### src/lgs_pkg.sv
`timescale 1ns / 1ps

package lgs_pkg;

  localparam int OP_W          = 2;
  localparam int COORD_W       = 6;
  localparam int DEF_GRID_ROWS = 64;
  localparam int DEF_GRID_COLS = 64;
  localparam int NBR_W         = 4;
  localparam logic [NBR_W-1:0] BIRTH_COUNT   = NBR_W'(3);
  localparam logic [NBR_W-1:0] SURVIVE_COUNT = NBR_W'(2);

  typedef enum logic [OP_W-1:0] {
    OP_SET   = 2'd0,
    OP_CLEAR = 2'd1,
    OP_STEP  = 2'd2,
    OP_READ  = 2'd3
  } op_t;

  typedef enum logic [1:0] {
    WR_ZERO,
    WR_SET,
    WR_LIFE
  } wr_sel_t;

  typedef struct packed {
    logic    load_item;
    logic    rd_en;
    logic    rd_item;
    logic    wr_en;
    logic    wr_item;
    wr_sel_t wr_sel;
    logic    win_clear;
    logic    win_shift;
    logic    nxt_zero;
    logic    load_out;
  } dp_cmd_t;

endpackage

### src/lgs_ctrl.sv
`timescale 1ns / 1ps

module lgs_ctrl #(
  parameter int GRID_ROWS = 64
) (
  input  logic                         clk,
  input  logic                         rst,
  input  logic                         in_valid,
  output logic                         in_stall,
  input  logic [lgs_pkg::OP_W-1:0]     op,
  output logic                         out_valid,
  input  logic                         out_stall,
  output lgs_pkg::dp_cmd_t             cmd,
  output logic [$clog2(GRID_ROWS)-1:0] sweep_rd_addr,
  output logic [$clog2(GRID_ROWS)-1:0] sweep_wr_addr
);

  import lgs_pkg::*;

  localparam int ROW_AW = $clog2(GRID_ROWS);
  localparam int CNT_W  = $clog2(GRID_ROWS + 2);

  typedef enum logic [2:0] {
    S_CLEAR,
    S_IDLE,
    S_SET_RD,
    S_SET_WR,
    S_STEP,
    S_FIN_RD,
    S_FIN_DATA
  } state_t;

  state_t           state;
  logic [CNT_W-1:0] cnt;
  logic [CNT_W-1:0] cnt_m2;
  logic             report;
  logic             out_free;

  assign in_stall      = (state != S_IDLE);
  assign out_free      = !out_valid || !out_stall;
  assign cnt_m2        = cnt - CNT_W'(2);
  assign sweep_rd_addr = cnt[ROW_AW-1:0];
  assign sweep_wr_addr = (state == S_STEP) ? cnt_m2[ROW_AW-1:0] : cnt[ROW_AW-1:0];

  always_comb begin
    cmd        = '0;
    cmd.wr_sel = WR_ZERO;
    unique case (state)
      S_CLEAR: begin
        cmd.wr_en = 1'b1;
      end
      S_IDLE: begin
        cmd.load_item = in_valid;
        cmd.win_clear = 1'b1;
      end
      S_SET_RD: begin
        cmd.rd_en   = 1'b1;
        cmd.rd_item = 1'b1;
      end
      S_SET_WR: begin
        cmd.wr_en   = 1'b1;
        cmd.wr_item = 1'b1;
        cmd.wr_sel  = WR_SET;
      end
      S_STEP: begin
        cmd.rd_en     = (cnt < CNT_W'(GRID_ROWS));
        cmd.win_shift = (cnt >= CNT_W'(1));
        cmd.nxt_zero  = (cnt == CNT_W'(GRID_ROWS + 1));
        cmd.wr_en     = (cnt >= CNT_W'(2));
        cmd.wr_sel    = WR_LIFE;
      end
      S_FIN_RD: begin
        cmd.rd_en   = 1'b1;
        cmd.rd_item = 1'b1;
      end
      S_FIN_DATA: begin
        cmd.load_out = out_free;
      end
      default: ;
    endcase
  end

  always_ff @(posedge clk) begin
    if (rst) begin
      state     <= S_CLEAR;
      cnt       <= '0;
      report    <= 1'b0;
      out_valid <= 1'b0;
    end else begin
      out_valid <= ((state == S_FIN_DATA) && out_free) || (out_valid && out_stall);
      unique case (state)
        S_CLEAR: begin
          if (cnt == CNT_W'(GRID_ROWS - 1)) begin
            cnt    <= '0;
            report <= 1'b0;
            state  <= report ? S_FIN_RD : S_IDLE;
          end else begin
            cnt <= cnt + CNT_W'(1);
          end
        end
        S_IDLE: begin
          if (in_valid) begin
            cnt <= '0;
            unique case (op_t'(op))
              OP_SET:   state <= S_SET_RD;
              OP_CLEAR: begin
                report <= 1'b1;
                state  <= S_CLEAR;
              end
              OP_STEP:  state <= S_STEP;
              OP_READ:  state <= S_FIN_RD;
            endcase
          end
        end
        S_SET_RD: state <= S_SET_WR;
        S_SET_WR: state <= S_FIN_RD;
        S_STEP: begin
          if (cnt == CNT_W'(GRID_ROWS + 1)) begin
            cnt   <= '0;
            state <= S_FIN_RD;
          end else begin
            cnt <= cnt + CNT_W'(1);
          end
        end
        S_FIN_RD: state <= S_FIN_DATA;
        S_FIN_DATA: begin
          if (out_free) begin
            state <= S_IDLE;
          end
        end
        default: state <= S_IDLE;
      endcase
    end
  end

  a_accept_locks: assert property (@(posedge clk) disable iff (rst)
    in_valid && !in_stall |=> in_stall)
    else $error("input taken while an item is in progress");

  a_step_no_clash: assert property (@(posedge clk) disable iff (rst)
    (state == S_STEP) && cmd.rd_en && cmd.wr_en |-> sweep_rd_addr != sweep_wr_addr)
    else $error("step sweep reads and writes the same row");

  a_result_source: assert property (@(posedge clk) disable iff (rst)
    $rose(out_valid) |-> $past(state == S_FIN_DATA))
    else $error("result beat raised outside final read");

  a_sweep_done: assert property (@(posedge clk) disable iff (rst)
    (state == S_STEP) && (cnt == CNT_W'(GRID_ROWS + 1)) |=> state == S_FIN_RD)
    else $error("step sweep did not end in final read");

endmodule

### config.mk
export PLATFORM = sky130hd
export DESIGN_NAME = lgs_ctrl
export DESIGN_NICKNAME = d
export VERILOG_FILES = /design/src/lgs_pkg.sv /design/src/lgs_ctrl.sv
export SDC_FILE = /design/constraint.sdc
export NUM_CORES = 1
export LEC_CHECK = 0
export ABC_AREA = 1
export BUFFER_PORTS_ARGS = -buffer_cell sky130_fd_sc_hd__clkbuf_2
export CAP_MARGIN = 20
export CORE_ASPECT_RATIO = 0.8
export CORE_MARGIN = 2
export CORE_UTILIZATION = 45
export DETAILED_ROUTE_END_ITERATION = 16
export GPL_TIMING_DRIVEN = 0
export PLACE_DENSITY = 0.75
export SYNTH_ARGS = -nofsm -noshare
export SYNTH_HDL_FRONTEND = slang
export SYNTH_SLANG_ARGS = --single-unit
### constraint.sdc
create_clock -name clk -period 1.8 [get_ports clk]
set_clock_uncertainty 0.1 [all_clocks]
set_input_delay 0.36 -clock clk [delete_from_list [all_inputs] [get_ports clk]]
set_output_delay 0.36 -clock clk [all_outputs]
set_load 0.01 [all_outputs]
After elaboration in Yosys (flattened, before gate mapping)
Index checks and enable logic that the tools add are counted.
{ "totals": {"wordCells": 66, "input_bits": 6, "register_bits": 12, "output_inout_bits": 25} }
{ "classes": {"mux": 25, "n_reduce_logical": 15, "magnitude_cmp": 3, "n_addsub": 2, "eq_ne": 17} }
{ "op_table": {"columns": ["op", "count"], "rows": [
  ["two-way mux 7 bit", 3],
  ["case mux 3 bit (7 select lines)", 1],
  ["case mux 7 bit (3 select lines)", 1],
  ["two-way mux 3 bit", 5],
  ["case mux 3 bit (4 select lines)", 1],
  ["== test 3 bit, second input constant", 3],
  ["two-way mux 1 bit", 8],
  ["!= test 2 bit, second input constant", 4],
  ["AND reduction 4 bit", 2],
  ["adder 7 x 1 -> 7 bit, second input constant", 1],
  ["== test 7 x 6 -> 1 bit, second input constant", 1],
  ["== test 7 bit, second input constant", 1],
  [">= comparator 7 x 1 -> 1 bit, second input constant", 1],
  [">= comparator 7 x 2 -> 1 bit, second input constant", 1],
  ["< comparator 7 bit, second input constant", 1],
  ["== test 3 x 2 -> 1 bit, second input constant", 2],
  ["two-way mux 6 bit", 1],
  ["case mux 1 bit (2 select lines)", 3],
  ["subtractor 6 x 2 -> 6 bit, second input constant", 1],
  ["== test 2 bit, second input constant", 2],
  ["case mux 2 bit (2 select lines)", 1],
  ["OR reduction 2 bit", 2],
  ["== test 3 x 1 -> 1 bit, second input constant", 1],
  ["logical NOT 3 bit", 1],
  ["other kinds (11)", 14]
]} }

Longest topological paths before layout
Gate-level depths: netlist (run 1).
{ "logic_depth": {"ltp_word": 4, "ltp_mapped": 10, "mapped_depth_nobuf": 9} }

Worst setup path after synthesis (run 1)
Ideal clock, no wire load.
{ "synth_timing": {"kind": "flip-flop to output port", "from": "register cnt[2]", "to": "output sweep_wr_addr[5]", "stages_incl_launch_ff": 7, "t_required_ps": 1340, "path_buffers": 0, "slack_ps": 186, "arrival_time_ps": 1154, "cell_sequence": "dfxtp_1 > inv_1 > ha_1 > inv_1 > nor2_1 > nand3_1 > xor2_1"} }
{ "synth_between": {"elab_chain_len": 2} }
{ "synth_rtl": {"columns": ["item", "line_no", "source"], "rows": [
  ["from (decl)", "lgs_ctrl.sv:34", "logic [CNT_W-1:0] cnt;"],
  ["from (signal assigned)", "lgs_ctrl.sv:98", "cnt <= cnt + CNT_W'(1);"],
  ["from (signal assigned)", "lgs_ctrl.sv:122", "cnt <= cnt + CNT_W'(1);"],
  ["subtractor 6 x 2 -> 6 bit", "lgs_ctrl.sv:41", "assign cnt_m2 = cnt - CNT_W'(2);"],
  ["two-way mux 6 bit", "lgs_ctrl.sv:43", "assign sweep_wr_addr = (state == S_STEP) ? cnt_m2[ROW_AW-1:0] : cnt[ROW_AW-1:0];"],
  ["to (decl)", "lgs_ctrl.sv:15", "output logic [$clog2(GRID_ROWS)-1:0] sweep_wr_addr"]
]} }
No other way between the ends.

==> results of run 1 <==
==> worst reg2reg max path, stage by stage, from the launching register on <==
cell and delay [ps]:
dfxtp_4 400, buf_4 140, ha_1 200, nand2_1 100, nor2_2 110, nand3_2 110, nand2_1 120, nand3_1 110
nor2_1 130, nor2_1 40
==> final cells by class <==
cell class                 count  area, µm²
sequential                    12        259
multi-input combinational    127        840
clock buffer                   4       36.3
buffer                         9       78.8
fill                         202        714
timing repair buffer          56        347
inverter                      26        123
tap                           36       45.0
==> registers in the layout (all words and copies together), names as in the netlist <==
register   count
cnt            7
state          3
out_valid      1
report         1
==> per-layer routing <==
layer	wire (µm)	track usage, %	vias to the layer above
li1	-	-	672
met1	1580	34.8	634
met2	1540	34.8	39
met3	197	3.15	4
met4	23	4.35	0
met5	0	0	-
==> metrics by stage <==
step / hold WS, ps / util [%] / instances / cell area (µm²)
after floorplan: 329 / - / 174 / 1160
after global placement: 390 / 55.6 / 240 / 1360
after detailed placement: 398 / 55.6 / 240 / 1360
after CTS: 208 / 66.0 / 263 / 1610
after global routing: 221 / 70.7 / 270 / 1730
final: 199 / 70.7 / 270 / 1730
==> cell usage in the layout (no fill, tap or decap), types with 4 or more instances in the layout <==
master / n
o21ai_0: 4
xor2_1: 5
inv_2: 4
nand3_1: 12
nand3_2: 5
clkbuf_2: 22
dfxtp_4: 4
nor2_1: 23
a21oi_1: 8
inv_1: 17
buf_4: 31
nand2_1: 34
buf_2: 9
dfxtp_1: 5
nor2_4: 4
==> worst paths after layout <==
path	slack, ps	from	depth (start not counted)	endpoint
max reg2reg	160	cnt[1]$_SDFFE_PP0P_	9	state[2]$_SDFFE_PP0P_
min reg2reg	410	report$_SDFFE_PP0P_	4	report$_SDFFE_PP0P_
max	-100	cnt[1]$_SDFFE_PP0P_	6	cmd[2]
min	200	rst	2	cnt[1]$_SDFFE_PP0P_
==> kinds of logic after synthesis <==
kind of cell	after synthesis	share of synthesized area, %
DFF	12	20.7
and+or+nand+nor	97	44.8
xor gates and xnor gates	6	4.52
buffers and inverters	35	15.0
AOI/OAI and AO/OA	18	8.61
adders and majority gates	6	6.46
==> what timing repair did <==
item / 4_1_cts / 5_1_grt
endpoints found under the setup margin: 8 / 13
setup buffers: 18 / 7
hold buffers: 0 / 0
gates cloned: 1 / 0
pin swaps: 6 / 10
resized for setup: 27 / 26
==> power groups by stage <==
stage / clock (mW) / sequential, mW / combinational (mW)
after global routing: 0.234 / 0.436 / 2.29
after floorplan: 0 / 0.378 / 1.21
after global placement: 0 / 0.393 / 1.55
after CTS: 0.220 / 0.407 / 1.86
final: 0.219 / 0.427 / 2.10
after detailed placement: 0 / 0.394 / 1.56
==> summary.md, run 1 <==
| Metric | Value |
|---|---|
| Syn-to-layout area delta | `48.7%` |
| Vias per std cell | `around 5.0` |
| Final global-route overflow total | `0` |
| Asr flop ratio synth | `0%` |
| Floorplan die area | `3010 µm²` |
| Number of clock buffers inserted by TritonCTS | `3` |
| Most common cell in the netlist | `nand2_1` |
| Most frequently used flop master after synthesis | `dfxtp_1` |
| # nets final | `247` |
| Proportion of power drawn by the clock network | `8.0%` |
| Die height | `49.5 µm` |
| Fmax | `527 MHz` |
| Die width | `60.8 µm` |
| Max capacitance violation total | `0` |
| Max rail drop VDD | `0.000750 V` |
| CTS tree | `built` |
| Wire length of the first global-routing pass | `5.30 mm` |
| Net Sw Frac | `49.0%` |
| Top-level I/O count | `31` |
| Crit. End Element | `primary output` |
| GRT Overall Usage | `between 20% and 30%` |
| Number of buffers between clock root and the deepest sink | `2` |
| Leak pwr | `around 0.86 nW` |
| List of most frequent post-synthesis cells | `nand2_1, nor2_1, inv_1` |
| Pins Over Slew Limit | `0` |
| Syn_area_per_cell | `6.68 µm²` |
| Share of total power in sequential cells | `15.6%` |
| Critical Path, Cell by Cell | `inv_6, ha_4, nor3b_4, a21oi_2, a21oi_1, buf_2` |
| Level count of the clock H-tree | `1` |
| Setup Slack @ Placement | `-36.9 ps` |
| Aggregate routed wire length | `3.34 mm` |
| Family with the most delay on the worst path | `flip-flops` |
| Hold WC Path Type | `in2reg` |
| Number of DRC violations after detailed-routing iteration 0 | `62` |
| Initial antenna violation count | `0` |
| Delay of the slowest cell on the worst path | `380 ps` |
| Tot Pwr | `roughly 2.7 mW` |
| Total net switching power | `between 1 and 1.5 mW` |
| Net count of the mapped netlist | `186` |
| Row Count | `16` |
| Total via count after detailed routing | `1,349` |
| Final setup vio count | `5` |
| Portion of synthesized cell area occupied by the leading cell type | `20.7%` |
| Violations in the final reports | `negative setup slack` |
| Post-Syn Instances | `roughly 170` |
| Number of synthesis warnings | `0` |
| Leading post-synthesis cells by cell area | `dfxtp_1, nand2_1, nor2_1` |
| Normalized max-slew margin | `83.8%` |
| Vias in the first global route | `about 1,200` |
| Final period util | `105%` |
| Synthesized area | `1160 µm²` |
| Slowest library cell on the worst path | `dfxtp_4` |
| Comb pwr share | `76.5%` |
| Core area | `2440 µm²` |
| RePlAce Congestion | `0.868` |
| EDFF count, synth | `0` |
| Power Internal | `1.40 mW` |
| Result of the run | `finished, violations left` |
| Clock tree root driver cell | `clkbuf_4` |
| Yosys reg bits | `12` |
| Ant. Diodes | `0` |
| Worst-skew pair later-pin latency | `about 280 ps` |
| Unrepaired setup endpoints after global routing | `true` |
| Library cells used by synthesis | `29` |
| Detailed placer's ending HPWL | `2.10 mm` |
| Least setup slack across all paths after layout | `-97.9 ps` |
| Power per cell area | `1590 nW/µm²` |
| Share of cells above drive strength 1 | `48.7%` |
| DR pass1 iterations | `4` |
| Slew of the pin with the lowest slew margin | `approximately 240 ps` |
| Count of buffer and inverter cells on the critical path | `2` |
| Number of nets still failing antenna checks after routing | `0` |
| Effective utilization at floorplan | `47.6%` |
| Clock slew seen by the registers of the worst setup and hold paths | `approximately 80 ps` |
| Critical path data arrival time | `about 1400 ps` |
| Total of buffers placed on input and output ports | `30` |
| Total Neg Setup Slack | `-228 ps` |
| CP startpoint kind | `flop` |
| Count of endpoints failing hold in the final timing report | `0` |
| Number of clock sinks | `12` |
| Data required time of the worst path | `1340 ps` |
| Post-synthesis cell type with the largest combined area | `dfxtp_1` |
| Pin count of the biggest net entering global routing | `9` |
| Wire per inst | `12.4 µm` |
| Worst Setup Path Type | `reg2out` |
| DRC | `0` |
| Final period demand of the worst path | `1900 ps` |
| Max Fanout on Critical Path | `4` |
| Proportion of synthesized chip area in sequential cells | `20.7%` |
Power figures use the tool's default switching activity.
==> run 2, diff against run 1 <==
--- a/config.mk
+++ b/config.mk
@@ -10,10 +10,10 @@
 export CAP_MARGIN = 20
 export CORE_ASPECT_RATIO = 0.8
 export CORE_MARGIN = 2
-export CORE_UTILIZATION = 45
+export CORE_UTILIZATION = 35
 export DETAILED_ROUTE_END_ITERATION = 16
 export GPL_TIMING_DRIVEN = 0
-export PLACE_DENSITY = 0.75
+export PLACE_DENSITY = 0.62
 export SYNTH_ARGS = -nofsm -noshare
 export SYNTH_HDL_FRONTEND = slang
 export SYNTH_SLANG_ARGS = --single-unit
==> summary.md, run 2 (synthesis results as in run 1) <==
| Metric | Value |
|---|---|
| Result of the run | `finished, violations left` |
| Violations in the final reports | `negative setup slack` |
| Count of buffer and inverter cells on the critical path | `3 (+1)` |
| Placed insts | `244 (+1.7%)` |
| Final setup vio count | `4 (-1)` |
| CTS tree | `built` |
| CP startpoint kind | `flop` |
| Core area | `3130 µm² (+28%)` |
| Busiest layer in global routing | `met1` |
| Most common cell after layout, fill and taps aside | `nand2_1` |
| Family with the most delay on the worst path | `buffers and inverters` |
| Pin count of the biggest net entering global routing | `9 (unchanged)` |
| Hold WC Path Type | `in2reg` |
| Number of DRC violations after detailed-routing iteration 0 | `54 (-13%)` |
| Least setup slack across all paths after layout | `-55.9 ps (+42.0 ps)` |
| Wire length of the first global-routing pass | `4.81 mm (-9.2%)` |
| Slew of the pin with the lowest slew margin | `328 ps (+85.3 ps)` |
| Data required time of the worst path | `1340 ps (about the same)` |
| Final period demand of the worst path | `1860 ps (-42.0 ps)` |
| Total via count after detailed routing | `1,236 (-8.4%)` |
| Max capacitance violation total | `0 (unchanged)` |
| Unrepaired setup endpoints after global routing | `true` |
| Worst Setup Path Type | `reg2out` |
| Largest register by flop count | `cnt` |
| Clock slew seen by the registers of the worst setup and hold paths | `60 ps (-20 ps)` |
| Aggregate routed wire length | `3.17 mm (-5.1%)` |
| Worst-skew pair later-pin latency | `240 ps (-40 ps)` |
| GRT Overall Usage | `16.6% (-6.5 points)` |
| DRC | `0 (unchanged)` |
| Ant. Diodes | `0 (unchanged)` |
| Max Fanout on Critical Path | `6 (+2)` |
| Non-filler cells in the finished layout | `271 (+0.37%)` |
| Top-level I/O count | `31 (unchanged)` |
| Number of flip-flops in the largest register | `7 (unchanged)` |
| Total of buffers placed on input and output ports | `30 (unchanged)` |
| Final global-route overflow total | `0 (unchanged)` |
| RePlAce Congestion | `0.807 (-7.1%)` |
| Pins Over Slew Limit | `0 (unchanged)` |
| Row Count | `18 (+2)` |
| DR pass1 iterations | `4 (unchanged)` |
| Vias per std cell | `4.56 (-8.7%)` |
| Worst hold start | `rst` |
| R2r startpoint | `cnt[1]$_SDFFE_PP0P_` |
| Number of buffers between clock root and the deepest sink | `2 (unchanged)` |
| Die width | `68.4 µm (+13%)` |
| Detailed placer's ending HPWL | `2.16 mm (+2.7%)` |
| Floorplan die area | `3800 µm² (+26%)` |
| Wire per inst | `11.7 µm (-5.5%)` |
| Count of endpoints failing hold in the final timing report | `0 (unchanged)` |
| Met2 Usage GRT | `22.8% (-12 points)` |
| Normalized max-slew margin | `78.1% (-5.7 points)` |
| Placed Area | `1360 µm² (+0.37%)` |
| Number of clock buffers inserted by TritonCTS | `3 (unchanged)` |
| Largest regs | `cnt: 7 flops, state: 3 flops` |
| Clock tree root driver cell | `clkbuf_8` |
| Power per cell area | `1580 nW/µm² (-0.63%)` |
| Global-route track usage on met3 | `2.44% (-0.71 points)` |
| # nets final | `244 (-1.2%)` |
| Crit. End Element | `primary output` |
| Initial antenna violation count | `0 (unchanged)` |
| Fmax | `539 MHz (+2.3%)` |
| Max rail drop VDD | `0.000705 V (-6.0%)` |
| Level count of the clock H-tree | `1 (unchanged)` |
| Critical path data arrival time | `1400 ps (-40 ps)` |
| Share of cells above drive strength 1 | `46.8% (-2.0 points)` |
| Final period util | `103% (-2.3 points)` |
| Vias in the first global route | `1,031 (-12%)` |
| Number of nets still failing antenna checks after routing | `0 (unchanged)` |
| Most frequent cells in the layout | `nand2_1, buf_4, nor2_1, clkbuf_2, inv_1` |
| Cell depth of the worst hold path | `2 (unchanged)` |
| Die height | `55.5 µm (+12%)` |
| Critical Path, Cell by Cell | `buf_6, buf_12, nand3_4, nor2_4, nand3_2, xor2_1, buf_2` |
| Slowest library cell on the worst path | `dfxtp_2` |
| Delay of the slowest cell on the worst path | `320 ps (-60 ps)` |
| Number of clock sinks | `12 (unchanged)` |
| Setup slack on the worst flop-to-flop path | `160 ps (about the same)` |
| Cell area after layout | `1720 µm² (-0.58%)` |
| Global-route track usage on met1 | `26.3% (-8.5 points)` |
| Effective utilization at floorplan | `37.1% (-10 points)` |
| Reg2Reg Capture Point | `report$_SDFFE_PP0P_` |
| Hold-critical path endpoint | `cnt[1]$_SDFFE_PP0P_` |
| Number of cells on the worst reg-to-reg path | `11 (+2)` |
| Leak pwr | `0.843 nW (-1.8%)` |
| Syn-to-layout area delta | `47.8%` |
-- run 2: cell count changes in the layout (fill, tap and decap cells not counted), sizes merged --
cell,delta
buf,-3
-- run 2: area by class of cell --
type | instances | area, µm²
fillers | 295 | 1410
multi-input cells | 127 | 830
repair buffers | 53 | 339
flip-flops and latches | 12 | 256
inverters | 26 | 113
plain buffers | 9 | 75.1
clock buffers | 4 | 55.1
well taps | 40 | 50.0
-- run 2: how the worst max path moves through the flow --
stage	to	startpoint	cells after the start	slack, ps
CTS	sweep_wr_addr[4]	state[2]$_SDFFE_PP0P_	6	-60
global route	sweep_wr_addr[5]	state[2]$_SDFFE_PP0P_	7	-120
finish	sweep_wr_addr[5]	state[2]$_SDFFE_PP0P_	7	-60
detailed placement	sweep_wr_addr[5]	cnt[2]$_SDFFE_PP0P_	7	-30
global placement	sweep_wr_addr[5]	cnt[2]$_SDFFE_PP0P_	7	-30
floorplan	sweep_wr_addr[5]	cnt[2]$_SDFFE_PP0P_	6	190
-- run 2: what timing repair did --
item	4_1_cts	5_1_grt
hold buffers	0	0
gates cloned	0	0
setup endpoints to repair	7	15
resized for setup	22	22
pin swaps	6	11
buffers inserted	17	6
-- run 2: per-stage QoR --
step           hold WS [ps]  power (mW)  util (%)  setup TNS, ps  worst slack [ps]
2_1_floorplan           329        1.58         -              0               186
3_5_place_dp            394        1.96      43.5          -41.7             -31.4
5_1_grt                 250        2.93      54.9           -568              -118
6_report                240        2.71      54.9           -122             -55.9
3_3_place_gp            399        1.96      43.5          -26.5             -26.5
4_1_cts                 241        2.56      51.6           -176             -56.3
-- run 2: power breakdown --
group / total (mW) / switching [mW] / internal, mW
sequential: 0.391 / 0.0516 / 0.340
combinational: 2.02 / 1.13 / 0.885
clock: 0.303 / 0.110 / 0.193
total: 2.71 / 1.29 / 1.42
-- run 2: routing by layer --
| metal | share of wire, % | wire length [µm] |
|---|---|---|
| met3 | 4.2 | 134 |
| met5 | 0 | 0 |
| met2 | 43 | 1360 |
| met4 | 0.54 | 17 |
| met1 | 52 | 1660 |
